$ cat src/rtl/lea_ram.sv
// lea_ram: generic single-port-write, single-port-read ram with registered read data
// depends on nothing
`default_nettype none

module lea_ram #(
    parameter int WIDTH = 32,
    parameter int DEPTH = 16,
    localparam int AW = (DEPTH > 1) ? $clog2(DEPTH) : 1
) (
    input  wire logic             clk,
    input  wire logic             we,
    input  wire logic [AW-1:0]    waddr,
    input  wire logic [WIDTH-1:0] wdata,
    input  wire logic [AW-1:0]    raddr,
    output logic      [WIDTH-1:0] rdata
);

    logic [WIDTH-1:0] mem [DEPTH];

    always_ff @(posedge clk)
    begin
        if (we)
        begin
            mem[waddr] <= wdata;
        end
        rdata <= mem[raddr];
    end

endmodule

`default_nettype wire

$ cat config.mk
export PLATFORM = sky130hd
export DESIGN_NAME = lea_ram
export DESIGN_NICKNAME = d
export VERILOG_FILES = /design/src/rtl/lea_ram.sv
export SDC_FILE = /design/constraint.sdc
export NUM_CORES = 1
export LEC_CHECK = 0
export BUFFER_PORTS_ARGS = -buffer_cell sky130_fd_sc_hd__buf_2
export CORE_MARGIN = 1
export CORE_UTILIZATION = 65
export CTS_BUF_LIST = sky130_fd_sc_hd__clkbuf_16
export DETAILED_ROUTE_END_ITERATION = 10
export GPL_TIMING_DRIVEN = 1
export PLACE_DENSITY = 0.92
export SYNTH_ARGS = -nofsm -noshare
export SYNTH_HDL_FRONTEND = slang
export SYNTH_SLANG_ARGS = --single-unit
$ cat constraint.sdc
create_clock -name clk -period 10.5 [get_ports clk]
set_input_delay 2.1 -clock clk [delete_from_list [all_inputs] [get_ports clk]]
set_output_delay 2.1 -clock clk [all_outputs]
set_load 0.005 [all_outputs]
* After elaboration in Yosys (flattened, before gate mapping)
Memory sizes are Yosys's and may differ from the RTL's. A register that Yosys moved wholly into a read port is not among the register bits.
Cells that the tools add are included.
** Operators by class
- Mux-type cells :: 2
** Operator list (number)
- $mux 1 :: 2
** Word-level totals
- Bits in registers :: 0
- Memory bits (writable) :: 512
- Bits of input ports :: 42
- Output and inout bits :: 32
- Logic and storage cells :: 3
- Memories :: 1
** Memory list
- mem :: words 16, width 32, rd ports 1, clocked after Yosys merged registers in 1, write ports 1, RTL line 18 : logic [WIDTH-1:0] mem [DEPTH];

* Depth between registers and ports, before layout
- Depth in word-level cells :: 2
- Gate-level depth with buffers :: 5
- Gate-level depth less buffers :: 3

* Worst setup path after synthesis
Ideal clock, no wire load.
- Kind :: in2reg
- From :: in waddr[2]
- To :: mem mem[0][0], enable pin
- Setup time :: 0.461 ns
- Arrival time :: 4.818 ns
- Data required time :: 10.039 ns
- Setup slack :: 5.220 ns
- Cell stages on the path :: 2
- Path buffers :: 0
- Path through :: or3b_2 > nor3_1
** RTL lines
- start: declaration :: RTL line 12 : input wire logic [AW-1:0] waddr,
- end: declaration :: RTL line 18
Straight into the memory's write port.

==> impl_metrics.toml <==
[finish]
syn2layout_area_growth_pct = 12.98
drive_above_1_share = 0.3198
fin_cells = 1376
layout.nets = 983
fill_cells = 1523

[global_route]
grt_pass1_vias = 10117
track_usage = 0.2977
grt_max_degree = 81
grt_first_pass_wirelength_um = 64440
grt.overflow.total = 0
antenna_found_initial = 5

[placement]
routabilityCongestion = 0.7188
dpl.hpwl_um = 20120
dp.cells = 1279
dp_slack_ns = 5.528
port_buffers = 73

[clock_tree]
cts_root_buffer = "clkbuf_16"
cts_buffer_depth = 3
cts_max_level = 2
cts_resized = 0
clock_sinks = 544
clock_latency_ns = 0.56
cts_tree = "done"
cts.clk_slew.worst_paths_ns = 0.06
ctsHoldBuffers = 0
numCtsBuffers = 50
cts_setup_buffers = 0

[power_and_ir_drop]
p_leak_nw = 7.272
switching_share = 0.2033
p_sw_mw = 0.9045
p_clk_frac = 0.404
power.density_nw_per_um2 = 198.3
seqPwrFrac = 0.550
peakVddDrop_v = 0.0001446
intPower_mw = 3.544
power_mw = 4.449
pwr-share-comb = 0.047

[worst_setup_path]
cp_data_arrival_time_ns = 4.85
critPathRequiredTime_ns = 10.93
start_kind = "primary input"
cp_max_fo = 80
critical_path_class = "primary input to flop"
endpoint_kind = "flop"

[logic_synthesis]
synthTopCellsByArea = "edfxtp_1, mux4_2, dfxtp_1"
synthesis.area_um2 = 19850
netlist.top_cell.by_area = "edfxtp_1"
synth_ff_type = "edfxtp_1"
synth_edf_count = 512
yosysUniqueCellTypes = 18
synth.most_common_cell = "edfxtp_1"
syn_nets = 880
synthCells = 838
synth_warnings = 0
yosysTopAreaCellShare = 0.7744
synth-seq-area-share = 0.8067
yosys-top-cells-count = "edfxtp_1, mux4_2, a22oi_1"
yosys_register_bits = 544
avgSynthCellArea_um2 = 23.69
postSynth.asyncResetShare = 0

[drt]
first_pass_iters = 5
wl_per_cell_um = 32.24
drt-total-wl_um = 44360
vias = 9484
final_antenna_net_count = 0
drc = 0
vias_per_cell = 6.892
drtIter0Drc = 1372

[timing]
hold_violations = 0
worstMarginPinSlew_ns = 1.149
fin_crit_sh = 0.4211
tns_ns = 0
setup_viol = 0
rsz0062_at_grt = "no"
slew_violations = 0
fin_crit_ns = 4.421
fin_ws_ns = 6.079
fin_hold_ws_ns = 0.6749
skew_ns = 0.01936
fmax_ghz = 0.2262
max_slew_margin = 0.2341

[floorplanning]
core_region_area_um2 = 29870
die_area_um2 = 31250
die_y_um = 176.8
initial_core_util = 0.6646
ios = 74
rows = 63
die_x_um = 176.8

[hold_path]
min_path_type = "flop to flop"

[run]
maxCapViolations = 0

[status]
status = "complete, no violations"
## power groups by stage
| stage | Clock, mW | Combinational [mW] | Sequential [mW] |
|---|---|---|---|
| 5_1_grt | 1.90 | 0.221 | 2.45 |
| 4_1_cts | 1.81 | 0.208 | 2.45 |
| 3_5_place_dp | 0 | 0.203 | 2.49 |
| 6_report | 1.80 | 0.208 | 2.45 |
| 3_3_place_gp | 0 | 0.193 | 2.49 |
| 2_1_floorplan | 0 | 0.117 | 2.49 |
## final timing paths
kind	startpoint	end	slack [ns]	depth (start not counted)
setup / recovery	raddr[0]	rdata[22]$_DFF_P_	6.08	5
hold / removal	mem[15][15]$_DFFE_PP_	rdata[15]$_DFF_P_	0.67	3
setup reg to reg	mem[11][23]$_DFFE_PP_	rdata[23]$_DFF_P_	9.05	3
hold reg to reg	mem[15][15]$_DFFE_PP_	rdata[15]$_DFF_P_	0.67	3
## logic make-up after synthesis
kind of cell,Yosys count,share of synthesized area
compound gates,64,0.02420
buf+inv,43,0.01122
flops,544,0.8067
mux,128,0.1452
simple gates,59,0.01273
## cell usage in the layout (no fill, tap or decap), drive strengths merged, types with 4 or more instances in the layout
cell type	count
clkinv	24
a22oi	64
nor2	13
edfxtp	512
buf	93
inv	9
mux4	128
bufinv	5
nor3	4
dfxtp	32
diode	4
nand2	33
clkbuf	54
## per-layer routing
layer,global-route usage,share of wire,up-vias
li1,-,-,3784
met2,0.5243,0.54,600
met3,0.04747,0.085,129
met5,0,0.00023,-
met1,0.3640,0.33,4969
met4,0.1383,0.038,2
## state kept, by name (all words and copies together) (netlist names)
signal  count
rdata      32
mem       512
## critical path: stages
cell and delay (ns):
clkbuf_8 0.74, buf_4 0.90, mux4_2 0.63, a22oi_1 0.25
nand2_1 0.10
## stage by stage
step                utilization  area [µm²]
floorplan                     -       19850
detailed placement       0.6958       20790
CTS                      0.7505       22420
global route             0.7506       22430
global placement         0.6958       20790
finish                   0.7508       22430
## area by class of cell
| class | count | area, µm² | area share |
|---|---|---|---|
| Clock buffer | 53 | 1326 | 0.05913 |
| Sequential cell | 544 | 16020 | 0.7140 |
| Tap cell | 390 | 488.0 | 0.02175 |
| Antenna cell | 4 | 10.01 | 0.0004463 |
| Timing Repair Buffer | 94 | 534.3 | 0.02382 |
| Clock inverter | 40 | 306.5 | 0.01367 |
| Multi-Input combinational cell | 251 | 3750 | 0.1672 |
No activity file was read; power rests on OpenSTA's default activity.
