### src/rtl/lea_pkg.sv
// lea_pkg: shared constants, types and a helper function for the lea-128 cipher block
// depends on nothing; imported by every rtl module of the block but lea_ram
`default_nettype none

package lea_pkg;

    localparam int ROUNDS  = 24;
    localparam int WORD_W  = 32;
    localparam int ROW_W   = 4 * WORD_W;
    localparam int RND_W   = (ROUNDS > 1) ? $clog2(ROUNDS) : 1;
    localparam int CFG_IDX_W = 3;

    localparam logic CMD_ENC = 1'b0;
    localparam logic CMD_DEC = 1'b1;

    localparam logic [CFG_IDX_W-1:0] REG_KEY_WORD_0 = 3'd0;
    localparam logic [CFG_IDX_W-1:0] REG_KEY_WORD_1 = 3'd1;
    localparam logic [CFG_IDX_W-1:0] REG_KEY_WORD_2 = 3'd2;
    localparam logic [CFG_IDX_W-1:0] REG_KEY_WORD_3 = 3'd3;

    // four words, word 0 in the lowest bits
    typedef logic [3:0][WORD_W-1:0] blk_t;

    typedef enum logic [2:0] {
        ST_IDLE,
        ST_EXPAND,
        ST_PRIME,
        ST_RUN,
        ST_DONE
    } state_t;

    typedef struct packed {
        logic load;
        logic step;
    } ks_ctrl_t;

    typedef struct packed {
        logic load;
        logic step;
        logic dec;
    } rnd_ctrl_t;

    localparam logic [3:0][WORD_W-1:0] DELTA = {
        32'h78df30ec, 32'h79e27c8a, 32'h44626b02, 32'hc3efe9db
    };

    // rotl(delta[r mod 4], r + j); rotation by zero is the identity
    function automatic logic [WORD_W-1:0] key_const(input logic [RND_W-1:0] r,
                                                    input logic [1:0] j);
        logic [2*WORD_W-1:0] dd;
        logic [5:0]          n;
        logic [1:0]          rq;
        begin
            rq = 2'(r);
            dd = {DELTA[rq], DELTA[rq]};
            n  = 6'(r) + 6'(j);
            return dd[6'd63 - n -: WORD_W];
        end
    endfunction

endpackage

`default_nettype wire

### src/rtl/lea_round_unit.sv
// lea_round_unit: block state register and one add-rotate-xor round, forward or inverse
// depends on lea_pkg
`default_nettype none

module lea_round_unit (
    input  wire logic               clk,
    input  wire lea_pkg::rnd_ctrl_t ctrl,
    input  wire lea_pkg::blk_t      din,
    input  wire lea_pkg::blk_t      rk,
    output lea_pkg::blk_t           dout
);
    import lea_pkg::*;

    blk_t x_reg;
    blk_t x_next;
    blk_t enc_res;
    blk_t dec_res;
    logic [WORD_W-1:0] a0, a1, a2;
    logic [WORD_W-1:0] d1, d2, d3;

    always_comb
    begin
        // forward round
        a0 = (x_reg[0] ^ rk[0]) + (x_reg[1] ^ rk[1]);
        a1 = (x_reg[1] ^ rk[2]) + (x_reg[2] ^ rk[1]);
        a2 = (x_reg[2] ^ rk[3]) + (x_reg[3] ^ rk[1]);
        enc_res[0] = {a0[22:0], a0[31:23]};
        enc_res[1] = {a1[4:0], a1[31:5]};
        enc_res[2] = {a2[2:0], a2[31:3]};
        enc_res[3] = x_reg[0];

        // inverse round
        d1 = ({x_reg[0][8:0], x_reg[0][31:9]} - (x_reg[3] ^ rk[0])) ^ rk[1];
        d2 = ({x_reg[1][26:0], x_reg[1][31:27]} - (d1 ^ rk[2])) ^ rk[1];
        d3 = ({x_reg[2][28:0], x_reg[2][31:29]} - (d2 ^ rk[3])) ^ rk[1];
        dec_res[0] = x_reg[3];
        dec_res[1] = d1;
        dec_res[2] = d2;
        dec_res[3] = d3;

        x_next = ctrl.dec ? dec_res : enc_res;
    end

    assign dout = x_reg;

    always_ff @(posedge clk)
    begin
        if (ctrl.load)
        begin
            x_reg <= din;
        end
        else if (ctrl.step)
        begin
            x_reg <= x_next;
        end
    end

endmodule

`default_nettype wire
### config.mk
export PLATFORM = sky130hd
export DESIGN_NAME = lea_round_unit
export DESIGN_NICKNAME = d
export VERILOG_FILES = /design/src/rtl/lea_pkg.sv /design/src/rtl/lea_round_unit.sv
export SDC_FILE = /design/constraint.sdc
export NUM_CORES = 1
export LEC_CHECK = 0
export BUFFER_PORTS_ARGS = -buffer_cell sky130_fd_sc_hd__buf_4
export CAP_MARGIN = 30
export CORE_MARGIN = 2
export CORE_UTILIZATION = 56
export DETAILED_ROUTE_END_ITERATION = 16
export PLACE_DENSITY = 0.88
export SLEW_MARGIN = 10
export SYNTH_ARGS = -nofsm -noshare
export SYNTH_HDL_FRONTEND = slang
export SYNTH_SLANG_ARGS = --single-unit
### constraint.sdc
create_clock -name clk -period 18.43 [get_ports clk]
set_clock_uncertainty 0.05 [all_clocks]
set_input_delay 2.7645 -clock clk [delete_from_list [all_inputs] [get_ports clk]]
set_output_delay 2.7645 -clock clk [all_outputs]
set_load 0.01 [all_outputs]
==> Yosys cells after proc, flatten, opt, wreduce, memory -nomap -nowiden <==
Cells that the tools add are included.
W data, S select, Z words.
{ "op_classes": {"n_reduce_logical": 1, "muxes": 3, "n_addsub": 6, "n_bitwise": 12} }
{ "op_table": {"columns": ["op", "n"], "rows": [
  ["$mux W128", 3],
  ["$xor A32 B32 Y32", 12],
  ["$add A32 B32 Y32", 3],
  ["$sub A32 B32 Y32", 3],
  ["$reduce_bool A2 Y1", 1]
]} }
{ "word_totals": {"input_bits": 260, "word_cells": 26, "reg_bits": 128} }

==> Logic depth before layout (Yosys ltp) <==
{ "depth": {"word_depth": 12, "depth_mapped": 35, "depth_no_buf": 35} }

==> Worst setup path after synthesis <==
No wires, ideal clock.
{ "synth_timing": {"kind": "input-to-reg", "startpoint": "input port rk[0] (netlist name)", "endpoint": "register x_reg (netlist bit dout[127]), data pin", "required_time_ns": 18.119, "slack_ns": 9.092, "stages": 34, "path_buffers": 0, "arrival_time_ns": 9.027, "cell_sequence": "xor2_1 ha_1 fa_1 nor2b_1 o21ai_0 o22ai_1 a21o_1 a21o_1 a21o_1 a21o_1 a21o_1 a21oi_1 xnor2_1 xor2_1 ha_1 a21o_1 a21o_1 a221o_1 nor3_2 o2bb2ai_2 o21a_1 o21ai_0 a31oi_1 xnor2_1 xnor2_1 ha_1 a21o_1 a21o_1 a21oi_1 nor2_1 a2111oi_0 a21o_1 mux2i_1 a221o_1"} }
{ "synth_between": {"elab_chain_len": 12} }
{ "synth_lines": {"columns": ["element", "line", "text"], "rows": [
  ["start, declared", "lea_round_unit.sv:9", "input wire lea_pkg::blk_t rk,"],
  ["$xor A32 B32 Y32", "lea_round_unit.sv:33", "d1 = ({x_reg[0][8:0], x_reg[0][31:9]} - (x_reg[3] ^ rk[0])) ^ rk[1];"],
  ["$sub A32 B32 Y32", "lea_round_unit.sv:33", null],
  ["$xor A32 B32 Y32", "lea_round_unit.sv:33", null],
  ["$xor A32 B32 Y32", "lea_round_unit.sv:34", "d2 = ({x_reg[1][26:0], x_reg[1][31:27]} - (d1 ^ rk[2])) ^ rk[1];"],
  ["$sub A32 B32 Y32", "lea_round_unit.sv:34", null],
  ["$xor A32 B32 Y32", "lea_round_unit.sv:34", null],
  ["$xor A32 B32 Y32", "lea_round_unit.sv:35", "d3 = ({x_reg[2][28:0], x_reg[2][31:29]} - (d2 ^ rk[3])) ^ rk[1];"],
  ["$sub A32 B32 Y32", "lea_round_unit.sv:35", null],
  ["$xor A32 B32 Y32", "lea_round_unit.sv:35", null],
  ["$mux W128", "lea_round_unit.sv:41", "x_next = ctrl.dec ? dec_res : enc_res;"],
  ["$mux W128", "lea_round_unit.sv:52", "else if (ctrl.step)"],
  ["$mux W128", "lea_round_unit.sv:48", "if (ctrl.load)"],
  ["end signal, assigned", "lea_round_unit.sv:50", "x_reg <= din;"],
  ["end signal, assigned", "lea_round_unit.sv:54", "x_reg <= x_next;"],
  ["end, declared", "lea_round_unit.sv:14", "blk_t x_reg;"]
]} }
Every way passes these cells. The select of a mux whose other input is x is not followed.
A chain may end at the register's enable or synchronous reset.

==> Worst setup path after layout <==
{ "layout_timing": {"startpoint": "input port rk[1] (netlist name)", "endpoint": "register x_reg (netlist bit dout[127]), data pin"} }
The elaborated chain is that of the path after synthesis.

==> reports/metrics.yaml <==
place:
  dpl.hpwl_mm: 62.6
  finalWeightedCongestion: 1.04
  io_buffers: 387
  dpl_cell_area_sq_mm: 0.0218
detailed_routing:
  drc: 0
  wirelength_mm: 79.2
  dr.first_iter.drc_count: 2346
  ant_nets: 0
  vias: 19200
  routedWlPerCell_um: 26.8
  drtPass1Iterations: 9
  vias_per_cell: 6.49
synth:
  synth_nets: 2625
  synthDistinctLibCells: 85
  syn_area_sq_mm: 0.0186
  yosys_warnings: 0
  synth-seq-cells: 128
  syn_avg_cell_area_sq_um: 8.55
  synth-edff-count: 128
  yosysSeqAreaShare: 0.207
  async_flop_share: 0
  synth_ff_type: "edfxtp_1"
  synthCells: 2173
status:
  status: "complete, no violations"
cells_and_area:
  design_area_sq_mm: 0.0224
  drive_gt1_frac: 0.192
  layout.nets: 2957
  diodes: 0
  fillers: 2745
  syn_to_final_growth_pct: 20.7
  largest_reg_flops: 128
clock_network:
  cts.clk_slew.worst_paths_ns: 0.06
  postCtsSetupBuffers: 0
  h-tree-depth: 4
  clock_latency_ns: 0.47
  cts_resized: 0
  cts_buffers: 17
  hold_buffers: 0
  cts_tree: "built"
  clockBufferDepth: 2
  cts_sinks: 128
  cts-root-buf: "clkbuf_16"
hold_path:
  holdCritPathClass: "flip-flop to flip-flop"
critical_path:
  critPathLaunchType: "primary input"
  cp_common_cell: "a21o_1"
  crit_fanout: 5
  cp.required_ns: 18.59
  slowest_delay_ns: 0.77
  cp.arrival_ns: 10.71
  critPathKind: "primary input to flip-flop"
  slowest_stage: "a311oi_1"
  end_kind: "flip-flop"
floorplan:
  ioPinCount: 388
  die_area_sq_mm: 0.0347
  fp.dieW_um: 186
  fp.dieH_um: 186
  rows: 66
  start_util: 0.570
  core-area_sq_mm: 0.0326
sta:
  slew_headroom: 0.337
  hold_viol_final: 0
  setup_viol: 0
  setup-tns-final_ns: 0
  max_freq_ghz: 0.0948
  finalMaxSlewViolations: 0
  rsz0062_at_grt: "no"
  final.min_clock_period_ns: 10.54
  worst_pin_slew_ns: 0.995
  layout_worst_path_cycle_share: 0.572
global_routing:
  antenna_found_initial: 0
  gr-total-overflow: 0
  grt_pass1_vias: 18000
  grt_pass1_wl_mm: 113
  track_usage: 0.449
  grt_max_degree: 64
run:
  maxCapViolCount: 0
## critical path: cells and delay by family
family,cells,cell delay (ns)
buffers and inverters,2,0.21
multiplexers,1,0.07
adder cells (fa/ha/maj),3,0.94
XOR/XNOR,5,1.19
AND/OR/NAND/NOR,2,0.23
AO/OA/AOI/OAI,19,5.34
## final timing paths
kind / start / end / slack (ns) / cells past startpoint
setup / recovery: rk[1] / dout[127] / 7.89 / 32
hold / removal: dout[24] / dout[120] / 0.77 / 2
setup reg to reg: dout[97] / dout[127] / 9.79 / 31
hold reg to reg: dout[24] / dout[120] / 0.77 / 2
## cell type report
class / count / area (sq um) / share of cell area
clock buffer: 19 / 433 / 0.0193
timing repair buffer: 403 / 3020 / 0.135
inverter: 61 / 229 / 0.0102
clock inverter: 13 / 169 / 0.00753
sequential: 128 / 3840 / 0.171
tap: 442 / 553 / 0.0247
multi-input combinational: 1894 / 14200 / 0.632
## cell usage in the layout, fill, tap and decap left out, types with 22 or more instances in the layout
cell type	n
mux2_2	24
xor2_1	280
inv_1	59
a21oi_1	178
nor2_1	101
ha_1	186
o21ai_0	128
nor3_1	36
o21bai_1	28
nand3_1	29
a21o_1	111
o211ai_1	24
xnor2_1	262
nand2_1	158
buf_4	402
edfxtp_1	128
o21a_1	48
a211oi_1	22
nand2b_1	33
## metrics by stage
| stage | std cells | worst slack [ns] | utilization | hold WS [ns] |
|---|---|---|---|---|
| after CTS | 2959 | 8.14 | 0.687 | 0.764 |
| after floorplan | 2173 | 9.09 | - | 0.622 |
| after detailed placement | 2927 | 7.70 | 0.669 | 0.746 |
| after global routing | 2960 | 7.44 | 0.688 | 0.787 |
| after global placement | 2926 | 8.04 | 0.669 | 0.753 |
| final | 2960 | 7.89 | 0.688 | 0.768 |
## Yosys cell counts (12+ instances only)
master	n	area, sq um
or3_1	12	75.1
a21oi_1	178	891
ha_1	186	2330
xor2_1	280	2450
nand3_1	29	145
and3_1	17	106
o21ai_1	14	70.1
o21a_1	48	360
clkbuf_1	86	323
xnor2_1	262	2290
nand2_1	158	593
nand2b_1	33	206
nor2b_1	18	113
o21ai_0	128	641
nor3_1	36	180
a211oi_1	22	165
o21bai_1	28	210
inv_1	60	225
o211ai_1	24	180
edfxtp_1	128	3840
mux2_2	24	270
a21o_1	111	833
nor2_1	102	383
## logic make-up (layout without fill, tap and decap cells)
| kind of cell | count (synthesis) | count (layout) | share of synthesized area |
|---|---|---|---|
| AOI/OAI and AO/OA | 677 | 677 | 0.240 |
| xor gates and xnor gates | 543 | 543 | 0.257 |
| adders and majority gates | 192 | 192 | 0.132 |
| buffers and inverters | 151 | 496 | 0.0305 |
| DFF | 128 | 128 | 0.207 |
| muxes | 36 | 36 | 0.0211 |
| and+or+nand+nor | 446 | 446 | 0.113 |
## per-layer routing
layer	part of all wire	vias up	GRT usage
met2	0.43	1457	0.673
li1	-	8520	-
met5	0	-	0
met4	0.057	0	0.247
met3	0.13	272	0.105
met1	0.39	8958	0.597
Power is not shown: default switching activity piles up to over one toggle a cycle in this logic, so the estimate is an artifact.
