===== src/rtl/lea_pkg.sv =====
// lea_pkg: shared constants, types and a helper function for the lea-128 cipher block
// depends on nothing; imported by every rtl module of the block but lea_ram
`default_nettype none

package lea_pkg;

    localparam int ROUNDS  = 24;
    localparam int WORD_W  = 32;
    localparam int ROW_W   = 4 * WORD_W;
    localparam int RND_W   = (ROUNDS > 1) ? $clog2(ROUNDS) : 1;
    localparam int CFG_IDX_W = 3;

    localparam logic CMD_ENC = 1'b0;
    localparam logic CMD_DEC = 1'b1;

    localparam logic [CFG_IDX_W-1:0] REG_KEY_WORD_0 = 3'd0;
    localparam logic [CFG_IDX_W-1:0] REG_KEY_WORD_1 = 3'd1;
    localparam logic [CFG_IDX_W-1:0] REG_KEY_WORD_2 = 3'd2;
    localparam logic [CFG_IDX_W-1:0] REG_KEY_WORD_3 = 3'd3;

    // four words, word 0 in the lowest bits
    typedef logic [3:0][WORD_W-1:0] blk_t;

    typedef enum logic [2:0] {
        ST_IDLE,
        ST_EXPAND,
        ST_PRIME,
        ST_RUN,
        ST_DONE
    } state_t;

    typedef struct packed {
        logic load;
        logic step;
    } ks_ctrl_t;

    typedef struct packed {
        logic load;
        logic step;
        logic dec;
    } rnd_ctrl_t;

    localparam logic [3:0][WORD_W-1:0] DELTA = {
        32'h78df30ec, 32'h79e27c8a, 32'h44626b02, 32'hc3efe9db
    };

    // rotl(delta[r mod 4], r + j); rotation by zero is the identity
    function automatic logic [WORD_W-1:0] key_const(input logic [RND_W-1:0] r,
                                                    input logic [1:0] j);
        logic [2*WORD_W-1:0] dd;
        logic [5:0]          n;
        logic [1:0]          rq;
        begin
            rq = 2'(r);
            dd = {DELTA[rq], DELTA[rq]};
            n  = 6'(r) + 6'(j);
            return dd[6'd63 - n -: WORD_W];
        end
    endfunction

endpackage

`default_nettype wire


===== src/rtl/lea_key_sched.sv =====
// lea_key_sched: key schedule datapath, one round of four round-key words per cycle
// depends on lea_pkg
`default_nettype none

module lea_key_sched (
    input  wire logic                    clk,
    input  wire lea_pkg::ks_ctrl_t       ctrl,
    input  wire lea_pkg::blk_t           key,
    input  wire logic [lea_pkg::RND_W-1:0] rnd,
    output lea_pkg::blk_t                row
);
    import lea_pkg::*;

    blk_t t_reg;
    blk_t t_next;
    blk_t sum;

    always_comb
    begin
        for (int j = 0; j < 4; j++)
        begin
            sum[j] = t_reg[j] + key_const(rnd, 2'(j));
        end
        t_next[0] = {sum[0][30:0], sum[0][31]};
        t_next[1] = {sum[1][28:0], sum[1][31:29]};
        t_next[2] = {sum[2][25:0], sum[2][31:26]};
        t_next[3] = {sum[3][20:0], sum[3][31:21]};
    end

    assign row = t_next;

    always_ff @(posedge clk)
    begin
        if (ctrl.load)
        begin
            t_reg <= key;
        end
        else if (ctrl.step)
        begin
            t_reg <= t_next;
        end
    end

endmodule

`default_nettype wire


===== config.mk =====
export PLATFORM = sky130hd
export DESIGN_NAME = lea_key_sched
export DESIGN_NICKNAME = d
export VERILOG_FILES = /design/src/rtl/lea_pkg.sv /design/src/rtl/lea_key_sched.sv
export SDC_FILE = /design/constraint.sdc
export NUM_CORES = 1
export LEC_CHECK = 0
export BUFFER_PORTS_ARGS = -buffer_cell sky130_fd_sc_hd__buf_4
export CORE_MARGIN = 3
export CORE_UTILIZATION = 53
export DETAILED_ROUTE_END_ITERATION = 8
export MAX_ROUTING_LAYER = met4
export PLACE_DENSITY = 0.75
export RECOVER_POWER = 25
export SYNTH_ARGS = -nofsm -noshare
export SYNTH_HDL_FRONTEND = slang
export SYNTH_SLANG_ARGS = --single-unit

===== constraint.sdc =====
create_clock -name clk -period 11.2 [get_ports clk]
set_input_delay 1.12 -clock clk [delete_from_list [all_inputs] [get_ports clk]]
set_output_delay 1.12 -clock clk [all_outputs]
set_load 0.01 [all_outputs]

* Word-level counts from Yosys, hierarchy flattened *
Cells that the tools add are included.

storage, ports and cells
  output and inout bits = 128
  bits in registers = 128
  logic and storage cells = 25
  bits of input ports = 136

cells by class
  $add $sub $neg = 11
  reductions and logical operators = 1
  shifts and indexed selects = 4
  multiplexer cells = 4
  magnitude comparators = 1

operator list
  kind                 count
  $shiftx 95x7->32     4
  $mux 128             2
  $add 32x32->32       4
  $bmux 32 s2          1
  $mux 32              1
  $sub 6x6->6 const A  3
  $add 5x2->6 const B  2
  $add 5x1->6 const B  1
  $sub 6x5->6 const A  1
  $lt 2x3->1 const B   1
  $reduce_bool 2->1    1

* Logic depth before layout (Yosys ltp) *
Gate-level depths: netlist (run 1).

  word-level depth = 6
  mapped depth = 26
  depth with buffers taken out = 22

* Worst setup path before layout (run 1) *
Ideal clock, no wire load.

  path kind = input port to output port
  start = input port rnd[1] in the netlist's numbering
  end = output port row[94] in the netlist's numbering
  cell stages on the path = 21
  arrival time = 5859 ps
  slack = 4221 ps
  required time = 10080 ps
  buffers on the path = 5
  cells stage by stage = buf_2 -> clkinv_1 -> clkbuf_1 -> ha_1 -> buf_2 -> buf_1 -> clkbuf_1 -> o21ai_0 -> o21ai_0 -> mux2_2 -> a21oi_1 -> ha_1 -> fa_1 -> a21oi_1 -> o211a_1 -> o21bai_1 -> a211o_1 -> a31o_2 -> a311oi_2 -> o31ai_1 -> xor2_1

RTL lines
  element          RTL line             RTL
  start, declared  lea_key_sched.sv:9   input wire logic [lea_pkg::RND_W-1:0] rnd,
  end, declared    lea_key_sched.sv:10  output lea_pkg::blk_t row

==> impl_metrics.json, run 1 <==
{
  "dr.pass1.iters": 6,
  "fin_crit_sh": 0.772,
  "grt_use_met1": 0.443,
  "endpoint": "row[33]",
  "dieArea_sq_um": 35800,
  "min_path_type": "register to register",
  "yosysUniqueCellTypes": 79,
  "synthTopCellsByArea": "edfxtp_1 (22%), ha_1 (9.6%), mux2_2 (8.4%)",
  "yosys.area.top_type_share": 0.216,
  "antenna_found_initial": 1,
  "grt_util_met3": 0.0485,
  "max_slew_margin": -1.63,
  "ioPinCount": 264,
  "hold_buffers": 0,
  "violations": "max-capacitance violations, max-slew violations",
  "start_util": 0.542,
  "route.detailed.drc": 0,
  "status": "finished, violations left",
  "grt-busiest-layer": "met2",
  "async_flop_share": 0,
  "drive_gt1_frac": 0.197,
  "cp.arrival_ns": 7.52,
  "cts_resized": 0,
  "reg2regPathDepth": 11,
  "area_growth_pct": 15.5,
  "drt_iter0_markers": 1809,
  "synth-seq-cells": 128,
  "max_freq_mhz": 116,
  "use_met2": 0.523,
  "largest_reg_flops": 128,
  "synth_top_cell_by_area": "edfxtp_1",
  "reg2reg_slack_ns": 7.62,
  "synth-edff-count": 128,
  "die-width_um": 189,
  "fin_crit_ns": 8.64,
  "cts_sinks": 128,
  "ant_nets": 0,
  "synth-main-ff-cell": "edfxtp_1",
  "slowest_stage": "clkinv_1",
  "cts-root-buf": "clkbuf_16",
  "gp_congestion": 1.03,
  "post_cts_buffers": 0,
  "insertion_delay_ns": 0.47,
  "ys_seq_area_frac": 0.216,
  "tightest_slew_ns": 3.95,
  "yosysWarningCount": 0,
  "netlist_area_sq_um": 17800,
  "worstSetupEndpointType": "output port",
  "vias": 18579,
  "maxCapViolCount": 3,
  "dieHeight_um": 189,
  "row_count": 66,
  "netlist_instances": 2289,
  "critPathLaunchType": "input port",
  "cts_buffer_depth": 2,
  "critPathKind": "input port to output port",
  "core_area_sq_um": 32800,
  "post-dp-hpwl_um": 45300,
  "r2r-end": "t_reg[101]",
  "grt_usage": 0.332,
  "mostFrequentLayoutCells": "buf_4 (287), nand2_1 (271), a21oi_1 (258)",
  "grt_max_degree": 78,
  "p_leak_uw": 0.00866,
  "ir_worst_vdd_mv": 0.246,
  "critical_path.max_fanout": 69,
  "maxSlewViolCount": 209,
  "htree_levels": 4,
  "finClkSkew_ns": 0.0148,
  "nets": 2720,
  "path_cells": "buf_4 > clkinv_1 > ha_2 > buf_4 > o21ai_0 > a211oi_1 > a31oi_1 > mux2i_1 > mux2i_1 > o21ai_0 > ha_1 > o21a_1 > o31a_1 > o221ai_4 > o21ai_2 > a31oi_1 > o2111ai_1 > a31oi_1 > xnor2_1 > buf_4",
  "hold_viol_final": 0,
  "setup_violations": 0,
  "io_buffers": 263,
  "synth_area_per_cell_sq_um": 7.77,
  "dpl.cell_count": 2866,
  "grt_pass1_vias": 17134,
  "r2r-start": "t_reg[96]",
  "grt_pass1_wl_um": 93100,
  "totalNegativeSetupSlack_ns": 0,
  "worstPathRequired_ns": 10.08,
  "grt_overflow": 0,
  "rsz0062_at_grt": "false",
  "synth_fp_nets": 2566,
  "powerDensity_nw_per_um2": 326,
  "crit_path_max_incr_delay_ns": 0.74,
  "totalWireLength_um": 60200,
  "cts_buffers": 17,
  "clk_pin_slew_ns": 0.07,
  "layout_commonest_cell": "buf_4",
  "viasPerCell": 6.41,
  "wl_per_cell_um": 20.8,
  "instances_no_fill": 2899,
  "cts_tree": "done",
  "startpoint": "rnd[1]"
}
## per-layer routing
| metal | part of all wire | routed length, um |
|---|---|---|
| met1 | 0.44 | 26300 |
| met2 | 0.45 | 27400 |
| met3 | 0.083 | 5030 |
| met4 | 0.025 | 1500 |
| met5 | 0 | 0 |
## cell usage after synthesis, types with 12 or more instances
cell type	number
a211oi_1	31
a21boi_0	12
a21o_1	54
a21oi_1	258
a221oi_1	15
a31oi_1	30
and3_1	16
buf_1	30
buf_2	15
clkbuf_1	108
edfxtp_1	128
ha_1	137
inv_1	49
mux2_2	133
mux2i_1	58
nand2_1	271
nand2b_1	19
nand3_1	50
nor2_1	202
nor2b_1	21
nor3_1	33
o211ai_1	15
o21a_1	23
o21ai_0	195
o21bai_1	30
o22ai_1	39
o31ai_1	20
xnor2_1	88
xor2_1	46
## worst max-delay path: cells and delay by family
kind | cells | cell delay, ns
mux | 2 | 0.39
fa+ha+maj | 2 | 0.95
buf+inv | 4 | 1.89
compound gates | 11 | 2.88
xor+xnor | 1 | 0.26
## metrics by stage
step	hold slack, ns	setup slack [ns]	total power (uW)	util	instance area [sq um]
finish	0.761	2.56	6700	0.627	20500
global route	0.788	1.79	7170	0.627	20500
CTS	0.772	2.83	6660	0.627	20600
detailed placement	0.763	2.88	6030	0.609	20000
global placement	0.747	3.01	5980	0.609	20000
floorplan	0.742	4.22	4170	-	17800
## cell families after synthesis
group | after synthesis | share of synthesized area
flip-flops | 128 | 0.216
adder cells (fa/ha/maj) | 144 | 0.103
multiplexers | 193 | 0.119
buffers and inverters | 205 | 0.0445
AO/OA/AOI/OAI | 825 | 0.290
AND/OR/NAND/NOR | 660 | 0.161
XOR/XNOR | 134 | 0.0660
## power breakdown
group	switching [uW]	leakage, uW	internal [uW]
Sequential	135	0.00131	884
Combinational	2800	0.00706	2300
Clock	238	0.000294	349
Total	3170	0.00866	3530
## worst min path at each step
stage / startpoint / end / cells past startpoint
final: t_reg[0] / t_reg[1] / 2
after global routing: t_reg[32] / t_reg[35] / 2
after CTS: t_reg[32] / t_reg[35] / 2
after detailed placement: t_reg[0] / t_reg[1] / 2
after global placement: t_reg[0] / t_reg[1] / 2
after floorplan: t_reg[64] / t_reg[70] / 2
## cell type report
cell class,instances,area (sq um)
Sequential cell,128,3840
Tap cell,442,553
Clock inverter,14,166
Timing Repair Buffer,289,2160
Antenna cell,1,2.50
Inverter,51,191
Clock buffer,18,429
Fill cell,2950,12200
Multi-Input combinational cell,1956,13200
No activity file was read; power rests on OpenSTA's default activity.
==> inputs of run 2 (changes only) <==
--- a/config.mk
+++ b/config.mk
@@ -10,7 +10,7 @@
 export CORE_UTILIZATION = 53
 export DETAILED_ROUTE_END_ITERATION = 8
 export MAX_ROUTING_LAYER = met4
-export PLACE_DENSITY = 0.75
+export PLACE_DENSITY = 0.78
 export RECOVER_POWER = 25
 export SYNTH_ARGS = -nofsm -noshare
 export SYNTH_HDL_FRONTEND = slang
==> constraint.sdc (replaced) <==
create_clock -name clk -period 7.8 [get_ports clk]
set_input_delay 0.78 -clock clk [delete_from_list [all_inputs] [get_ports clk]]
set_output_delay 0.78 -clock clk [all_outputs]
set_load 0.01 [all_outputs]
==> impl_metrics.json, run 2 (same netlist as run 1, synthesis figures left out) <==
{
  "post-dp-hpwl_um": 46600,
  "htree_levels": 4,
  "critPathKind": "input port to output port",
  "start_util": 0.542,
  "status": "finished, violations left",
  "fin_crit_ns": 7.17,
  "route.detailed.drc": 0,
  "layout_commonest_cell": "buf_4",
  "min_path_type": "input port to register",
  "critPathLaunchType": "input port",
  "viasPerCell": 6.35,
  "die-width_um": 189,
  "core_area_sq_um": 32800,
  "crit_path_max_incr_delay_ns": 0.79,
  "setup_violations": 0,
  "hold_viol_final": 0,
  "cts_sinks": 128,
  "ioPinCount": 264,
  "reg2reg_slack_ns": 4.19,
  "mostFrequentLayoutCells": "buf_4 (304), nand2_1 (271), a21oi_1 (258)",
  "cts_buffer_depth": 2,
  "vias": 18516,
  "row_count": 66,
  "maxSlewViolCount": 131,
  "wl_per_cell_um": 21.0,
  "hold_buffers": 0,
  "fin_crit_sh": 0.919,
  "cts_resized": 0,
  "insertion_delay_ns": 0.47,
  "ant_nets": 0,
  "tightest_slew_ns": 3.70,
  "max_freq_mhz": 139,
  "cts_tree": "done",
  "clk_pin_slew_ns": 0.07,
  "holdWs_ns": 0.589,
  "powerDensity_nw_per_um2": 468,
  "cts_buffers": 17,
  "cts-root-buf": "clkbuf_16",
  "largest_reg_flops": 128,
  "gp_congestion": 1.02,
  "totalWireLength_um": 61200,
  "worstSetupEndpointType": "output port",
  "max_slew_margin": -1.47,
  "dieHeight_um": 189,
  "rsz0062_at_grt": "false",
  "violations": "max-capacitance violations, max-slew violations",
  "grt_pass1_wl_um": 94900,
  "grt_usage": 0.339,
  "drive_gt1_frac": 0.203,
  "finClkSkew_ns": 0.0137,
  "dieArea_sq_um": 35800,
  "grt_overflow": 0,
  "critical_path.max_fanout": 32,
  "antenna_found_initial": 1,
  "path_common_cell": "a21oi_1",
  "finalPower_uw": 9680,
  "worstPathRequired_ns": 7.02,
  "grt_max_degree": 76,
  "path_cells": "buf_4 > ha_1 > nand2b_1 > and2_1 > o21ai_0 > o31ai_1 > nor2_1 > a21oi_1 > nor2_1 > o32ai_1 > ha_1 > a21oi_1 > o21ai_0 > a21oi_1 > a21oi_1 > a211o_1 > nand2_1 > o21ai_0 > xnor2_1 > buf_4",
  "post_cts_buffers": 0,
  "dr.pass1.iters": 6,
  "grt_pass1_vias": 17397,
  "drt_iter0_markers": 1619,
  "ir_worst_vdd_mv": 0.392,
  "cp.arrival_ns": 6.39,
  "p_leak_uw": 0.00874,
  "nets": 2738,
  "totalNegativeSetupSlack_ns": 0,
  "slowest_stage": "ha_1",
  "area_growth_pct": 16.4,
  "maxCapViolCount": 2,
  "io_buffers": 263
}
[run 2: cell count changes in the layout (fill, tap and decap cells not counted), moves of 2 or more]
cell / previous run / this run
inv_6: 1 / 4
clkinv_2: 5 / 0
clkinvlp_4: 1 / 3
inv_8: 0 / 3
buf_4: 287 / 304
[run 2: cell type report]
cell class | instances | area (sq um)
multi-input combinational | 1956 | 13200
fill | 2867 | 12100
sequential | 128 | 3840
timing repair buffer | 307 | 2310
tap | 442 | 553
clock buffer | 17 | 425
inverter | 51 | 191
clock inverter | 15 | 178
antenna | 1 | 2.50
[run 2: final timing paths]
kind | to | cells past startpoint | start
worst min-delay path | t_reg[8] | 3 | key[8]
worst min register to register | t_reg[1] | 2 | t_reg[0]
worst max register to register | t_reg[94] | 11 | t_reg[64]
worst max-delay path | row[32] | 20 | rnd[0]
[run 2: routing by layer]
| layer | GRT usage | vias to the layer above | share of wire |
|---|---|---|---|
| met5 | - | - | 0 |
| met4 | 0.117 | 0 | 0.032 |
| met3 | 0.0418 | 129 | 0.072 |
| met2 | 0.532 | 875 | 0.45 |
| met1 | 0.456 | 8647 | 0.44 |
| li1 | - | 8865 | - |
[run 2: power breakdown]
group / switching, uW / internal [uW] / total [uW]
Sequential: 186 / 1270 / 1460
Clock: 377 / 481 / 858
Combinational: 4060 / 3310 / 7370
[run 2: worst max-delay path: cells and delay by family]
kind | cells | cell delay, ns
simple gates | 5 | 1.19
xor+xnor | 1 | 0.45
fa+ha+maj | 2 | 1.16
buf+inv | 2 | 0.52
compound gates | 10 | 2.28
[run 2: per-stage QoR]
step / area (sq um) / utilization / cells / setup slack (ns)
2_1_floorplan: 17800 / - / 2289 / 1.50
3_3_place_gp: 20100 / 0.613 / 2884 / 0.736
3_5_place_dp: 20100 / 0.613 / 2884 / 0.743
4_1_cts: 20700 / 0.632 / 2916 / 0.728
5_1_grt: 20700 / 0.631 / 2917 / 0.247
6_report: 20700 / 0.631 / 2917 / 0.628
